**config.mk**
```make
export PLATFORM = sky130hd
export DESIGN_NAME = dual_channel_moving_average_flat
export DESIGN_NICKNAME = d
export VERILOG_FILES = /design/src/dcma_pkg.sv /design/src/dcma_in_if.sv /design/src/dcma_out_if.sv /design/src/dual_channel_moving_average.sv /design/src/dcma_cell.sv /design/src/dcma_divider.sv /design/src/flat_wrapper.sv
export VERILOG_INCLUDE_DIRS = /design/src /design/src/src
export SDC_FILE = /design/constraint.sdc
export NUM_CORES = 1
export LEC_CHECK = 0
export BUFFER_PORTS_ARGS = -buffer_cell sky130_fd_sc_hd__buf_2
export CORE_UTILIZATION = 40
export CTS_CLUSTER_DIAMETER = 40
export DETAILED_ROUTE_END_ITERATION = 16
export PLACE_DENSITY = 0.7
export SLEW_MARGIN = 20
export SYNTH_ARGS = -nofsm -noshare
export SYNTH_HDL_FRONTEND = slang
export SYNTH_SLANG_ARGS = --single-unit
export TNS_END_PERCENT = 10
```
**constraint.sdc**
```tcl
create_clock -name clk -period 8.5 [get_ports clk]
set_clock_uncertainty 0.1 [all_clocks]
set_input_delay 0 -clock clk [delete_from_list [all_inputs] [get_ports clk]]
set_output_delay 0 -clock clk [all_outputs]
set_load 0.1 [all_outputs]
```
**src/dual_channel_moving_average_defines.svh**
```systemverilog
// Assertion macros for the dual-channel moving average.
// Used by the top level only; needs a clock and an active-low reset name.
`ifndef DUAL_CHANNEL_MOVING_AVERAGE_DEFINES_SVH
`define DUAL_CHANNEL_MOVING_AVERAGE_DEFINES_SVH

// same-cycle implication
`define DCMA_ASSERT_NOW(label, clk, rst_n, ante, cons, msg) \
	label: assert property (@(posedge clk) disable iff (!rst_n) (ante) |-> (cons)) \
		else $error(msg);

// next-cycle implication
`define DCMA_ASSERT_NEXT(label, clk, rst_n, ante, cons, msg) \
	label: assert property (@(posedge clk) disable iff (!rst_n) (ante) |=> (cons)) \
		else $error(msg);

`endif

```
**src/dcma_pkg.sv**
```systemverilog
// Shared types and constants for the dual-channel moving average.
// No dependencies; imported by the interfaces and all modules.
`default_nettype none

package dcma_pkg;

	localparam int WINDOW    = 8;
	localparam int CNT_W     = $clog2(WINDOW + 1);
	localparam int SUM_W     = 16 + $clog2(WINDOW) + 1;
	localparam int DIV_STEPS = (SUM_W + 1) / 2;
	localparam int DIV_W     = 2 * DIV_STEPS;
	localparam int STEP_W    = $clog2(DIV_STEPS + 1);
	localparam int ADDR_W    = 3;
	localparam int DATA_W    = 32;

	typedef logic signed [15:0] level_t;
	typedef logic signed [10:0] delta_t;
	typedef logic [14:0]        mstart_t;
	typedef logic signed [16:0] wide_t;
	typedef logic [CNT_W-1:0]   cnt_t;
	typedef logic [SUM_W-1:0]   mag_t;

	typedef enum logic {
		OP_SAMPLE  = 1'b0,
		OP_RESTART = 1'b1
	} op_t;

	typedef enum logic {
		REG_MOIST_START = 1'b0,
		REG_TEMP_START  = 1'b1
	} reg_idx_t;

	localparam wide_t  MOIST_LO      = 17'sd1280;
	localparam wide_t  MOIST_HI      = 17'sd24320;
	localparam wide_t  TEMP_MIN      = -17'sd32768;
	localparam wide_t  TEMP_MAX      = 17'sd32767;
	localparam level_t MOIST_FLAG_HI = 16'sd25600;
	localparam level_t TEMP_FLAG_LO  = -16'sd5120;
	localparam level_t TEMP_FLAG_HI  = 16'sd20480;

	localparam mstart_t MOIST_START_RST = 15'd12800;
	localparam level_t  TEMP_START_RST  = 16'sd6400;

endpackage

`default_nettype wire

```
**src/dcma_in_if.sv**
```systemverilog
// Sample channel: valid/ready handshake with operation and two deltas.
// Depends on dcma_pkg.
`default_nettype none

interface dcma_in_if;
	import dcma_pkg::*;

	logic   valid;
	logic   ready;
	op_t    operation;
	delta_t moisture_delta;
	delta_t temperature_delta;

	modport source (output valid, operation, moisture_delta, temperature_delta, input ready);
	modport sink   (input valid, operation, moisture_delta, temperature_delta, output ready);
endinterface

`default_nettype wire

```
**src/dcma_out_if.sv**
```systemverilog
// Result channel: valid/ready handshake with two means and a range flag.
// Depends on dcma_pkg.
`default_nettype none

interface dcma_out_if;
	import dcma_pkg::*;

	logic    valid;
	logic    ready;
	mstart_t moisture_mean;
	level_t  temperature_mean;
	logic    out_of_range;

	modport source (output valid, moisture_mean, temperature_mean, out_of_range, input ready);
	modport sink   (input valid, moisture_mean, temperature_mean, out_of_range, output ready);
endinterface

`default_nettype wire

```
**src/dual_channel_moving_average.sv**
```systemverilog
// Channel   Dir  Handshake          Payload
// samples   in   valid/ready        operation, moisture_delta, temperature_delta
// results   out  valid/ready        moisture_mean, temperature_mean, out_of_range
// apb       cfg  psel/penable       moisture_start @0x0, temperature_start @0x4
//
// Restart: 1 cycle. Sample: result valid WINDOW + DIV_STEPS + 3 cycles after the transfer
// (21 for WINDOW = 8), next transfer taken one cycle later (22-cycle period): one full
// rotation of the cell row, a divider load cycle, DIV_STEPS + 1 divider cycles, one output cycle.
// Reset is asynchronous; levels and start registers take their reset values.
// A finished result sits in the output register; a new transfer is taken meanwhile,
// and the next result waits until the output register is free.
// Depends on dcma_pkg, dcma_in_if, dcma_out_if, dcma_cell, dcma_divider and the defines.
`default_nettype none
`include "dual_channel_moving_average_defines.svh"

module dual_channel_moving_average (
	input  wire                            clk,
	input  wire                            arst_n,
	dcma_in_if.sink                        samples,
	dcma_out_if.source                     results,
	input  wire                            psel,
	input  wire                            penable,
	input  wire                            pwrite,
	input  wire [dcma_pkg::ADDR_W-1:0]     paddr,
	input  wire [dcma_pkg::DATA_W-1:0]     pwdata,
	output logic [dcma_pkg::DATA_W-1:0]    prdata,
	output logic                           pready
);
	import dcma_pkg::*;

	typedef enum logic [2:0] {
		ST_IDLE,
		ST_SUM,
		ST_DIVL,
		ST_DIVW,
		ST_DONE
	} state_t;

	state_t          state_q;
	cnt_t            rot_q;
	cnt_t            filled_q;
	mstart_t         moisture_start_q;
	level_t          temperature_start_q;
	level_t          moisture_level_q;
	level_t          temperature_level_q;
	logic signed [SUM_W-1:0] m_acc_q;
	logic signed [SUM_W-1:0] t_acc_q;
	logic            m_neg_q;
	logic            t_neg_q;
	logic            out_valid_q;
	mstart_t         out_m_q;
	level_t          out_t_q;
	logic            out_flag_q;

	level_t          m_chain [WINDOW+1];
	level_t          t_chain [WINDOW+1];
	level_t          m_tail;
	level_t          t_tail;

	logic            in_fire;
	logic            sample_fire;
	logic            restart_fire;
	logic            shift_en;
	logic            cfg_write;
	logic            tail_filled;
	wide_t           m_sum;
	wide_t           t_sum;
	level_t          m_new;
	level_t          t_new;
	logic            div_start;
	mag_t            m_mag;
	mag_t            t_mag;
	logic            m_busy;
	logic            t_busy;
	mag_t            m_quo;
	mag_t            t_quo;
	level_t          m_mean;
	level_t          t_mean;
	logic            flag;
	logic            out_free;

	assign pready    = 1'b1;
	assign cfg_write = psel && penable && pwrite && pready;

	always_comb begin
		unique case (reg_idx_t'(paddr[2]))
			REG_MOIST_START: prdata = DATA_W'(moisture_start_q);
			REG_TEMP_START:  prdata = DATA_W'(temperature_start_q);
			default:         prdata = '0;
		endcase
	end

	assign samples.ready = (state_q == ST_IDLE);
	assign in_fire       = samples.valid && samples.ready;
	assign sample_fire   = in_fire && (samples.operation == OP_SAMPLE);
	assign restart_fire  = in_fire && (samples.operation == OP_RESTART);

	// level update with clamp / saturation
	always_comb begin
		m_sum = 17'(moisture_level_q) + 17'(samples.moisture_delta);
		t_sum = 17'(temperature_level_q) + 17'(samples.temperature_delta);
		priority if (m_sum < MOIST_LO) begin
			m_new = 16'(MOIST_LO);
		end else if (m_sum > MOIST_HI) begin
			m_new = 16'(MOIST_HI);
		end else begin
			m_new = m_sum[15:0];
		end
		priority if (t_sum < TEMP_MIN) begin
			t_new = 16'(TEMP_MIN);
		end else if (t_sum > TEMP_MAX) begin
			t_new = 16'(TEMP_MAX);
		end else begin
			t_new = t_sum[15:0];
		end
	end

	// cell row: insert at head on a sample, rotate tail to head while summing
	assign shift_en   = sample_fire || (state_q == ST_SUM);
	assign m_tail     = m_chain[WINDOW];
	assign t_tail     = t_chain[WINDOW];
	assign m_chain[0] = (state_q == ST_SUM) ? m_tail : m_new;
	assign t_chain[0] = (state_q == ST_SUM) ? t_tail : t_new;

	for (genvar k = 0; k < WINDOW; k++) begin : g_cell
		dcma_cell u_cell (
			.clk      (clk),
			.shift_en (shift_en),
			.m_in     (m_chain[k]),
			.t_in     (t_chain[k]),
			.m_out    (m_chain[k+1]),
			.t_out    (t_chain[k+1])
		);
	end

	// tail at rotation step j is cell WINDOW-1-j, filled when j >= WINDOW - filled
	assign tail_filled = ({1'b0, rot_q} + {1'b0, filled_q}) >= (CNT_W+1)'(WINDOW);

	assign div_start = (state_q == ST_DIVL);
	assign m_mag     = m_acc_q[SUM_W-1] ? mag_t'(-m_acc_q) : mag_t'(m_acc_q);
	assign t_mag     = t_acc_q[SUM_W-1] ? mag_t'(-t_acc_q) : mag_t'(t_acc_q);

	dcma_divider u_m_div (
		.clk      (clk),
		.arst_n   (arst_n),
		.start    (div_start),
		.dividend (m_mag),
		.divisor  (filled_q),
		.busy     (m_busy),
		.quotient (m_quo)
	);

	dcma_divider u_t_div (
		.clk      (clk),
		.arst_n   (arst_n),
		.start    (div_start),
		.dividend (t_mag),
		.divisor  (filled_q),
		.busy     (t_busy),
		.quotient (t_quo)
	);

	assign m_mean = m_neg_q ? -m_quo[15:0] : m_quo[15:0];
	assign t_mean = t_neg_q ? -t_quo[15:0] : t_quo[15:0];
	assign flag   = (m_mean < 16'sd0) || (m_mean > MOIST_FLAG_HI) ||
	                (t_mean < TEMP_FLAG_LO) || (t_mean > TEMP_FLAG_HI);
	assign out_free = !out_valid_q || results.ready;

	always_ff @(posedge clk or negedge arst_n) begin
		if (!arst_n) begin
			state_q             <= ST_IDLE;
			rot_q               <= '0;
			filled_q            <= '0;
			moisture_start_q    <= MOIST_START_RST;
			temperature_start_q <= TEMP_START_RST;
			moisture_level_q    <= 16'(MOIST_START_RST);
			temperature_level_q <= TEMP_START_RST;
			out_valid_q         <= 1'b0;
		end else begin
			if (cfg_write) begin
				unique case (reg_idx_t'(paddr[2]))
					REG_MOIST_START: moisture_start_q    <= pwdata[14:0];
					REG_TEMP_START:  temperature_start_q <= pwdata[15:0];
					default: ;
				endcase
			end
			if (out_valid_q && results.ready && (state_q != ST_DONE)) begin
				out_valid_q <= 1'b0;
			end
			unique case (state_q)
				ST_IDLE: begin
					if (restart_fire) begin
						moisture_level_q    <= 16'(moisture_start_q);
						temperature_level_q <= temperature_start_q;
						filled_q            <= '0;
					end else if (sample_fire) begin
						moisture_level_q    <= m_new;
						temperature_level_q <= t_new;
						if (filled_q != CNT_W'(WINDOW)) begin
							filled_q <= filled_q + 1'b1;
						end
						rot_q   <= '0;
						m_acc_q <= '0;
						t_acc_q <= '0;
						state_q <= ST_SUM;
					end
				end
				ST_SUM: begin
					if (tail_filled) begin
						m_acc_q <= m_acc_q + SUM_W'(m_tail);
						t_acc_q <= t_acc_q + SUM_W'(t_tail);
					end
					rot_q <= rot_q + 1'b1;
					if (rot_q == CNT_W'(WINDOW - 1)) begin
						state_q <= ST_DIVL;
					end
				end
				ST_DIVL: begin
					m_neg_q <= m_acc_q[SUM_W-1];
					t_neg_q <= t_acc_q[SUM_W-1];
					state_q <= ST_DIVW;
				end
				ST_DIVW: begin
					if (!m_busy) begin
						state_q <= ST_DONE;
					end
				end
				ST_DONE: begin
					if (out_free) begin
						out_m_q     <= m_mean[14:0];
						out_t_q     <= t_mean;
						out_flag_q  <= flag;
						out_valid_q <= 1'b1;
						state_q     <= ST_IDLE;
					end else if (out_valid_q && results.ready) begin
						out_valid_q <= 1'b0;
					end
				end
				default: state_q <= ST_IDLE;
			endcase
		end
	end

	assign results.valid            = out_valid_q;
	assign results.moisture_mean    = out_m_q;
	assign results.temperature_mean = out_t_q;
	assign results.out_of_range     = out_flag_q;

	`DCMA_ASSERT_NEXT(a_sample_sums, clk, arst_n, sample_fire, state_q == ST_SUM, "sample transfer did not start the window sum")
	`DCMA_ASSERT_NEXT(a_restart_reload, clk, arst_n, restart_fire, (filled_q == '0) && (moisture_level_q == 16'($past(moisture_start_q))), "restart did not reload the moisture level and empty the window")
	`DCMA_ASSERT_NOW(a_div_lockstep, clk, arst_n, state_q == ST_DIVW, m_busy == t_busy, "channel dividers out of step")
	`DCMA_ASSERT_NOW(a_filled_bound, clk, arst_n, state_q != ST_IDLE, (filled_q != '0) && (filled_q <= CNT_W'(WINDOW)), "fill count out of bounds while working")
endmodule

`default_nettype wire

```
**src/dcma_cell.sv**
```systemverilog
// One window cell: holds a moisture and a temperature entry, shifts to its neighbor.
// Depends on dcma_pkg.
`default_nettype none

module dcma_cell (
	input  wire             clk,
	input  wire             shift_en,
	input  dcma_pkg::level_t m_in,
	input  dcma_pkg::level_t t_in,
	output dcma_pkg::level_t m_out,
	output dcma_pkg::level_t t_out
);
	import dcma_pkg::*;

	level_t m_q;
	level_t t_q;

	always_ff @(posedge clk) begin
		if (shift_en) begin
			m_q <= m_in;
			t_q <= t_in;
		end
	end

	assign m_out = m_q;
	assign t_out = t_q;
endmodule

`default_nettype wire

```
**src/dcma_divider.sv**
```systemverilog
// Radix-4 restoring divider: unsigned window sum by fill count, two bits a cycle.
// Depends on dcma_pkg.
`default_nettype none

module dcma_divider (
	input  wire            clk,
	input  wire            arst_n,
	input  wire            start,
	input  dcma_pkg::mag_t dividend,
	input  dcma_pkg::cnt_t divisor,
	output logic           busy,
	output dcma_pkg::mag_t quotient
);
	import dcma_pkg::*;

	logic              busy_q;
	logic [STEP_W-1:0] step_q;
	logic [DIV_W-1:0]  quo_q;
	logic [CNT_W-1:0]  rem_q;
	cnt_t              divisor_q;
	logic [DIV_W-1:0]  quo_d;
	logic [CNT_W-1:0]  rem_d;

	always_comb begin
		logic [CNT_W:0] tmp;
		quo_d = quo_q;
		rem_d = rem_q;
		for (int i = 0; i < 2; i++) begin
			tmp   = {rem_d, quo_d[DIV_W-1]};
			quo_d = {quo_d[DIV_W-2:0], 1'b0};
			if (tmp >= {1'b0, divisor_q}) begin
				tmp      = tmp - {1'b0, divisor_q};
				quo_d[0] = 1'b1;
			end
			rem_d = tmp[CNT_W-1:0];
		end
	end

	always_ff @(posedge clk or negedge arst_n) begin
		if (!arst_n) begin
			busy_q <= 1'b0;
			step_q <= '0;
		end else if (start) begin
			busy_q <= 1'b1;
			step_q <= '0;
		end else if (busy_q) begin
			step_q <= step_q + 1'b1;
			if (step_q == STEP_W'(DIV_STEPS - 1)) begin
				busy_q <= 1'b0;
			end
		end
	end

	always_ff @(posedge clk) begin
		if (start) begin
			quo_q     <= DIV_W'(dividend);
			rem_q     <= '0;
			divisor_q <= divisor;
		end else if (busy_q) begin
			quo_q <= quo_d;
			rem_q <= rem_d;
		end
	end

	assign busy     = busy_q;
	assign quotient = quo_q[SUM_W-1:0];
endmodule

`default_nettype wire

```
**src/flat_wrapper.sv**
```systemverilog
// flat-port wrapper written by rule: the top's interface ports become plain ports
module dual_channel_moving_average_flat import dcma_pkg::*;
  (clk, arst_n, psel, penable, pwrite, paddr, pwdata, prdata, pready, samples_valid, samples_operation, samples_moisture_delta, samples_temperature_delta, samples_ready, results_valid, results_moisture_mean, results_temperature_mean, results_out_of_range, results_ready);
  dcma_in_if samples_i ();
  dcma_out_if results_i ();
  input  wire clk;
  input  wire arst_n;
  input  wire psel;
  input  wire penable;
  input  wire pwrite;
  input  wire [dcma_pkg::ADDR_W-1:0] paddr;
  input  wire [dcma_pkg::DATA_W-1:0] pwdata;
  output logic [dcma_pkg::DATA_W-1:0] prdata;
  output logic pready;
  input wire logic [$bits(samples_i.valid)-1:0] samples_valid;
  input wire logic [$bits(samples_i.operation)-1:0] samples_operation;
  input wire logic [$bits(samples_i.moisture_delta)-1:0] samples_moisture_delta;
  input wire logic [$bits(samples_i.temperature_delta)-1:0] samples_temperature_delta;
  output wire logic [$bits(samples_i.ready)-1:0] samples_ready;
  output wire logic [$bits(results_i.valid)-1:0] results_valid;
  output wire logic [$bits(results_i.moisture_mean)-1:0] results_moisture_mean;
  output wire logic [$bits(results_i.temperature_mean)-1:0] results_temperature_mean;
  output wire logic [$bits(results_i.out_of_range)-1:0] results_out_of_range;
  input wire logic [$bits(results_i.ready)-1:0] results_ready;
  assign samples_i.valid = samples_valid;
  assign samples_i.operation = samples_operation;
  assign samples_i.moisture_delta = samples_moisture_delta;
  assign samples_i.temperature_delta = samples_temperature_delta;
  assign samples_ready = samples_i.ready;
  assign results_valid = results_i.valid;
  assign results_moisture_mean = results_i.moisture_mean;
  assign results_temperature_mean = results_i.temperature_mean;
  assign results_out_of_range = results_i.out_of_range;
  assign results_i.ready = results_ready;
  dual_channel_moving_average u_core (.clk(clk), .arst_n(arst_n), .samples(samples_i), .results(results_i), .psel(psel), .penable(penable), .pwrite(pwrite), .paddr(paddr), .pwdata(pwdata), .prdata(prdata), .pready(pready));
endmodule
```
==> metrics.md, run 1 <==
| Metric | Value |
|---|---|
| Pre-CTS setup slack | `a little under 4 ns` |
| Worst path cell trace | `inv_1, ha_1, a21o_1, a21o_1, a31o_2, a21boi_0, mux2_2, inv_1, ha_1, o21ai_0, nand2b_1, a21o_1, a221oi_1, mux2i_1, mux2i_1, nor2_1` |
| Clk Latency, worst-skew pair | `around 0.6 ns` |
| Via count | `around 14000` |
| Worst EP required | `about 8.9 ns` |
| Period Utilization, post-route | `0.5491` |
| Layout cells sized above 1 | `0.1648` |
| Synth unique cells | `approximately 80` |
| VDD IR-drop max | `0.2558 mV` |
| Die Area | `about 0.057 mm^2` |
| Rows | `86` |
| Antenna violations before repair | `0` |
| DR iter-0 viols | `~1100` |
| CP max stage cell | `a221oi_1` |
| Horiz. Die Dim | `around 240 um` |
| Total of max-cap violations | `0` |
| TritonCTS Buffers | `58` |
| Worst-path clk slew | `roughly 0.060 ns` |
| First-pass GRT wire length | `between 70 and 80 mm` |
| Final setup viols | `0` |
| Most common library cells after synthesis | `edfxtp_1 (374), nand2_1 (176), o21ai_0 (118)` |
| Post-synth ARST share | `0.1820` |
| Actual slew at the worst max-slew pin | `roughly 1.1 ns` |
| Post-synth EDFFs | `between 300 and 400` |
| Outcome | `finished, final reports clean` |
| Fin cells | `between 2000 and 3000` |
| Fillers | `roughly 4800` |
| Top cell family by delay on the critical path | `compound AO/OA/AOI/OAI gates` |
| Maximum clock path buffer count | `3` |
| Type of origin of the critical path | `flop` |
| H-tree depth | `2` |
| Sequential element share of the synthesized area | `0.6008` |
| Worst Path Max Fanout | `8` |
| CTS tree | `yes` |
| Core footprint | `0.05542 mm^2` |
| Largest net degree at the start of global routing | `90` |
| Count leader, synth | `edfxtp_1` |
| Max transition margin | `0.2973` |
| Worst setup path class | `flop to flop` |
| Clock Sinks | `about 470` |
| GR Overflow Total | `0` |
| Area Growth Syn to Fin | `15.94%` |
| Pwr dens | `approximately 460 mW/mm^2` |
| Maximum clock frequency | `around 210 MHz` |
| Crit path DAT | `5.02 ns` |
| DR vias/cell | `about 5.3` |
| Final Max Tran Viols | `0` |
| Critical path capture point type | `flop` |
| Minimum clock period | `roughly 4.7 ns` |
| Antenna Cells | `0` |
| R2R Setup Slk | `3.83 ns` |
| FF+latch count, synth | `467` |
| Vias in the first global route | `around 14000` |
| Final WS setup | `3.833 ns` |
| Largest stage delay, worst path | `approximately 0.74 ns` |
| Placed insts | `between 2000 and 3000` |
| Mapped Cells | `approximately 1800` |
| Wire per inst | `~16 um` |
| Ports | `132` |
| Worst path buffer plus inverter count | `2` |
| Final net count | `about 2100` |
| Syn Std Cell Area | `around 0.023 mm^2` |
| Yosys top cell by area | `edfxtp_1` |
| Final count of hold timing violations | `0` |
| Post-Route WL | `~45 mm` |
| DRC viols | `0` |
| RSZ-0062 raised after global routing | `false` |
| Yosys top cell area share | `0.4986` |
| Synth Flop Type | `edfxtp_1` |
| CP dominant cell by count | `a21o_1` |
| LEAKAGE | `0.01021 uW` |
| Die height | `about 240 um` |
| Global placement routability congestion | `~0.85` |
| GRT Total Usage | `0.1592` |
| Worst Hold Class | `input port to flop` |
| Setup TNS | `0 ns` |
| Post-DP HPWL | `between 30 and 40 mm` |
| Synth area leaders | `edfxtp_1 (50%), dfrtp_1 (8.1%), ha_1 (5.6%)` |
| Root Buffer | `clkbuf_16` |
| Design area | `around 0.026 mm^2` |
| Synthesized Nets | `1985` |
| Placed cell area | `approximately 0.024 mm^2` |
| Routed Antenna Nets | `0` |
| Post-CTS resize count | `0` |
| Mean post-synth cell area | `12.45 um^2` |
| Port bufs | `~110` |
| Syn. warnings | `0` |
| Initial Util | `0.4065` |
| Pre-antenna DRT Iters | `5` |
## per-layer routing
layer  vias up  track usage  share of wire
li1       7032            -              -
met1      6986       0.2247           0.49
met2       359       0.2476           0.44
met3        69      0.03354          0.052
met4         0      0.04351          0.019
met5         -            0              0
## worst reg2reg max path, cell delays in order (launching register included)
cell and delay, ns:
edfxtp_1 0.47, inv_1 0.28, ha_1 0.33, a21o_1 0.17, a21o_1 0.21, a31o_2 0.22
a21boi_0 0.50, mux2_2 0.45, inv_1 0.07, ha_1 0.23, o21ai_0 0.10, nand2b_1 0.08
a21o_1 0.18, a221oi_1 0.75, mux2i_1 0.16, mux2i_1 0.17, nor2_1 0.05
## sequential cells by signal, indices dropped and copies added, names as in the netlist, 15 cells and up
register                         count
u_core.u_m_div.quotient             20
u_core.moisture_start_q             15
u_core.temperature_level_q          16
u_core.m_acc_q                      20
u_core.results.temperature_mean     16
u_core.u_t_div.quotient             20
u_core.g_cell.u_cell.t_out         128
u_core.t_acc_q                      20
u_core.temperature_start_q          16
u_core.g_cell.u_cell.m_out         128
u_core.results.moisture_mean        15
u_core.moisture_level_q             16
## metrics by stage
step	hold slack, ns	power [uW]	util
floorplan	-0.3956	8507	-
global placement	-0.1032	9388	0.4292
detailed placement	-0.08951	9644	0.4292
CTS	0.006355	12150	0.4713
global route	0.06196	12930	0.4713
finish	0.04236	12080	0.4713
## worst paths after layout
check | from | depth (start not counted) | endpoint
min in group asynchronous | arst_n | 3 | u_core.moisture_level_q[9]$_DFFE_PN1P_
max in group asynchronous | arst_n | 4 | u_core.temperature_start_q[13]$_DFFE_PN0P_
hold reg to reg | u_core.g_cell[2].u_cell.t_out[8]$_DFFE_PP_ | 0 | u_core.g_cell[3].u_cell.t_out[8]$_DFFE_PP_
setup / recovery | u_core.u_m_div.divisor_q[1]$_DFFE_PP_ | 16 | u_core.u_t_div.rem_q[1]$_SDFFE_PP0P_
setup reg to reg | u_core.u_m_div.divisor_q[1]$_DFFE_PP_ | 16 | u_core.u_t_div.rem_q[1]$_SDFFE_PP0P_
hold / removal | samples_temperature_delta[9] | 4 | u_core.temperature_level_q[9]$_DFFE_PN0P_
## repair_timing
item	CTS	global route
setup buffers	0	0
hold endpoints to repair	138	0
setup endpoints to repair	0	0
hold buffers	34	0
## final cells by class
type                            instances  area, um^2  area share
Sequential cell                       467       13530      0.5182
Timing Repair Buffer                  159        1011     0.03871
Clock inverter                         40       437.9     0.01677
Clock buffer                           69        1543     0.05907
Inverter                               57       214.0    0.008192
Multi-Input combinational cell       1211        8442      0.3232
Tap cell                              748       935.9     0.03584
## cells in the final DEF, fill, tap and decap left out, types with 9 or more instances in the layout
cell and instances:
ha_1 101, xnor2_1 54, nand2_1 176, o221ai_1 11
buf_4 14, a21o_1 33, clkbuf_16 58, nor2_1 110
dlygate4sd3_1 33, and2_1 10, nor2b_1 29, nand3_1 19
xor2_1 72, or3_1 14, o21ai_0 118, nor3_1 31
maj3_1 10, nand4_1 9, inv_1 57, a211oi_1 10
mux2_2 51, fa_1 9, dfstp_2 12, o21a_1 18
or4_1 10, a31oi_1 12, edfxtp_1 374, o31ai_1 33
buf_2 111, or2_2 14, dfrtp_1 73, nand2b_1 32
and3_1 18, a21oi_1 82
## report_power, final
part	switching [uW]	internal, uW	total, uW
clock	1010	1430	2440
sequential	689	4160	4840
combinational	2980	1810	4800
total	4680	7400	12100
## logic make-up (layout without fill, tap and decap cells)
logic type | Yosys count | count (layout) | synth area share
AOI/OAI and AO/OA | 401 | 401 | 0.1184
xor gates and xnor gates | 126 | 126 | 0.04899
adders and majority gates | 120 | 120 | 0.06854
buffers and inverters | 132 | 325 | 0.02572
DFF | 467 | 467 | 0.6008
muxes | 58 | 58 | 0.02860
other | 1 | 1 | 0.0001665
and+or+nand+nor | 505 | 505 | 0.1088
No activity file was read; power rests on OpenSTA's default activity.
==> inputs of run 2 (changes only) <==
==> constraint.sdc (replaced) <==
create_clock -name clk -period 3.8 [get_ports clk]
set_clock_uncertainty 0.1 [all_clocks]
set_input_delay 0 -clock clk [delete_from_list [all_inputs] [get_ports clk]]
set_output_delay 0 -clock clk [all_outputs]
set_load 0.1 [all_outputs]
==> run 2 against run 1 <==
  * Total power grew 130%
  * Count of clock-buffer cells in the layout rose by 17
  * Global-route usage up 0.31 points
  * Sequential power increased by 120%
  * Sequential share of layout area is 0.68 points lower
  * Clock power rose to 2.5 times the previous value
  * Register-to-register slack lost 3.6 ns
  * Worst setup slack got worse by 3.6 ns
  * Critical path depth down 7
==> metrics.md, run 2 (synthesis gave the netlist of run 1 again) <==
| Metric | Value |
|---|---|
| Fillers | `4811 (-0.58%)` |
| Maximum clock path buffer count | `3 (unchanged)` |
| Max transition margin | `0.3724 (+0.07508)` |
| Layout cells sized above 1 | `0.1747 (+0.009976)` |
| Die Area | `0.05727 mm^2 (unchanged)` |
| Setup TNS | `0 ns (unchanged)` |
| Clk pwr share | `0.219 (+0.017)` |
| Multi-input gate area | `0.008462 mm^2 (+0.24%)` |
| Final count of hold timing violations | `0 (unchanged)` |
| Routed Antenna Nets | `0 (unchanged)` |
| Clock Sinks | `467 (unchanged)` |
| Storage cell area | `0.01353 mm^2 (unchanged)` |
| Antenna Cells | `0 (unchanged)` |
| Antenna violations before repair | `0 (unchanged)` |
| Type of origin of the critical path | `flop` |
| CP max stage cell | `a2111o_1` |
| Pint | `17310 uW (+130%)` |
| Pre-antenna DRT Iters | `5 (unchanged)` |
| Worst setup path class | `flop to flop` |
| Ports | `132 (unchanged)` |
| Worst Hold Class | `input port to flop` |
| Worst EP required | `3.99 ns (-4.86 ns)` |
| Post-DP HPWL | `31.21 mm (+0.59%)` |
| Worst-path clk slew | `0.06 ns (about the same)` |
| Minimum clock period | `3.568 ns (-1.100 ns)` |
| Rows | `86 (unchanged)` |
| Post-Route WL | `45.58 mm (+1.0%)` |
| Worst path cell trace | `ha_1, a211o_1, a2111o_1, and3_1, or3_1, a2111oi_0, nand4_1, nand3_4, o31ai_1` |
| Root Buffer | `clkbuf_16` |
| Area Growth Syn to Fin | `17.49%` |
| Final WS setup | `0.2322 ns (-3.600 ns)` |
| Core footprint | `0.05542 mm^2 (unchanged)` |
| Period Utilization, post-route | `0.9389 (+0.3898)` |
| # Post-CTS Setup Buffers | `0 (unchanged)` |
| TritonCTS Buffers | `67 (+16%)` |
| Outcome | `finished, final reports clean` |
| Pre-CTS setup slack | `0.2103 ns (-3.662 ns)` |
| Min Hold Slack | `0.02464 ns (-0.01773 ns)` |
| Crit path DAT | `3.76 ns (-1.26 ns)` |
| VDD IR-drop max | `0.7237 mV (+180%)` |
| Largest stage delay, worst path | `0.44 ns (-0.30 ns)` |
| Clk Latency, worst-skew pair | `0.58 ns (-0.02 ns)` |
| First-pass GRT wire length | `74.02 mm (+2.0%)` |
| Pwr dens | `1054 mW/mm^2 (+130%)` |
| Logic pwr share | `0.393 (-0.004)` |
| Critical path capture point type | `flop` |
| Vias in the first global route | `14290 (+0.99%)` |
| Commonest non-fill, non-tap cell in the layout | `edfxtp_1` |
| Largest net degree at the start of global routing | `133 (+48%)` |
| Maximum clock frequency | `280.3 MHz (+31%)` |
| Port bufs | `112 (unchanged)` |
| Switching Fraction | `0.3795 (-0.008131)` |
| Worst Path Max Fanout | `16 (+8)` |
| Die height | `239.3 um (unchanged)` |
| P_sw | `10590 uW (+130%)` |
| Commonest non-fill, non-tap cells in the layout | `edfxtp_1 (374), nand2_1 (176), o21ai_0 (118)` |
| Register share of total power | `0.388 (-0.013)` |
| DR iter-0 viols | `1023 (-4.5%)` |
| Final Max Tran Viols | `0 (unchanged)` |
| Pwr Total | `27900 uW (+130%)` |
| GR Overflow Total | `0 (unchanged)` |
| Final setup viols | `0 (unchanged)` |
| H-tree depth | `3 (+1)` |
| Via count | `14560 (+0.79%)` |
| DRC viols | `0 (unchanged)` |
| LEAKAGE | `0.01041 uW (+2.0%)` |
| Global placement routability congestion | `0.8383 (-1.7%)` |
| RSZ-0062 raised after global routing | `false` |
| GRT Total Usage | `0.1623 (+0.003123)` |
| Wire per inst | `16.43 um (+0.20%)` |
| Total of max-cap violations | `0 (unchanged)` |
| CTS tree | `yes` |
| Actual slew at the worst max-slew pin | `0.9386 ns (-0.1154 ns)` |
| DR vias/cell | `5.249 (about the same)` |
| Initial Util | `0.4065 (unchanged)` |
| Horiz. Die Dim | `239.3 um (unchanged)` |
| Final net count | `2148 (+0.89%)` |
-- run 2: area by class of cell --
| type | count | share of cell area |
|---|---|---|
| tap | 748 | 0.03536 |
| inverter | 57 | 0.008084 |
| multi-input combinational | 1211 | 0.3197 |
| sequential | 467 | 0.5113 |
| timing repair buffer | 169 | 0.04113 |
| clock inverter | 36 | 0.01357 |
| clock buffer | 86 | 0.07077 |
-- run 2: layer usage --
layer | share of wire | track usage
met1 | 0.48 | 0.2265
met5 | 0 | 0
met4 | 0.023 | 0.05031
met3 | 0.053 | 0.03480
met2 | 0.44 | 0.2524
-- run 2: worst paths after layout --
| path | to | startpoint | slack (ns) | cells after the start |
|---|---|---|---|---|
| max in group asynchronous | u_core.moisture_level_q[12]$_DFFE_PN1P_ | arst_n | 2.67 | 4 |
| max | u_core.g_cell[0].u_cell.m_out[4]$_DFFE_PP_ | u_core.moisture_level_q[1]$_DFFE_PN0P_ | 0.23 | 9 |
| min in group asynchronous | u_core.filled_q[0]$_DFFE_PN0P_ | arst_n | 0.07 | 3 |
| min | u_core.temperature_level_q[4]$_DFFE_PN0P_ | samples_temperature_delta[4] | 0.02 | 4 |
| max reg2reg | u_core.g_cell[0].u_cell.m_out[4]$_DFFE_PP_ | u_core.moisture_level_q[1]$_DFFE_PN0P_ | 0.23 | 9 |
| min reg2reg | u_core.g_cell[7].u_cell.m_out[11]$_DFFE_PP_ | u_core.g_cell[6].u_cell.m_out[11]$_DFFE_PP_ | 0.30 | 0 |
-- run 2: power groups by stage --
stage	registers (uW)	clock network, uW	logic [uW]
after global routing	11100	6460	12300
after global placement	10700	0	10500
after CTS	10800	6250	11000
final	10800	6100	11000
after floorplan	10400	0	8590
after detailed placement	10900	0	10800
-- run 2: critical path, delay by kind of cell, from the launching register on --
family	cells	cell delay, ns
AO/OA/AOI/OAI	4	1.31
flip-flops	1	0.38
AND/OR/NAND/NOR	4	1.18
adder cells (fa/ha/maj)	1	0.30
-- run 2: what timing repair did --
action | 4_1_cts | 5_1_grt
gates resized for setup | 0 | 3
endpoints found under the hold margin | 118 | 0
endpoints found under the setup margin | 0 | 9
hold buffers | 31 | 0
-- run 2: metrics by stage --
step / std cells / utilization / instance area (um^2)
floorplan: 1810 / - / 22570
global placement: 2621 / 0.4317 / 23920
detailed placement: 2621 / 0.4317 / 23920
CTS: 2774 / 0.4775 / 26460
global route: 2774 / 0.4776 / 26470
finish: 2774 / 0.4776 / 26470
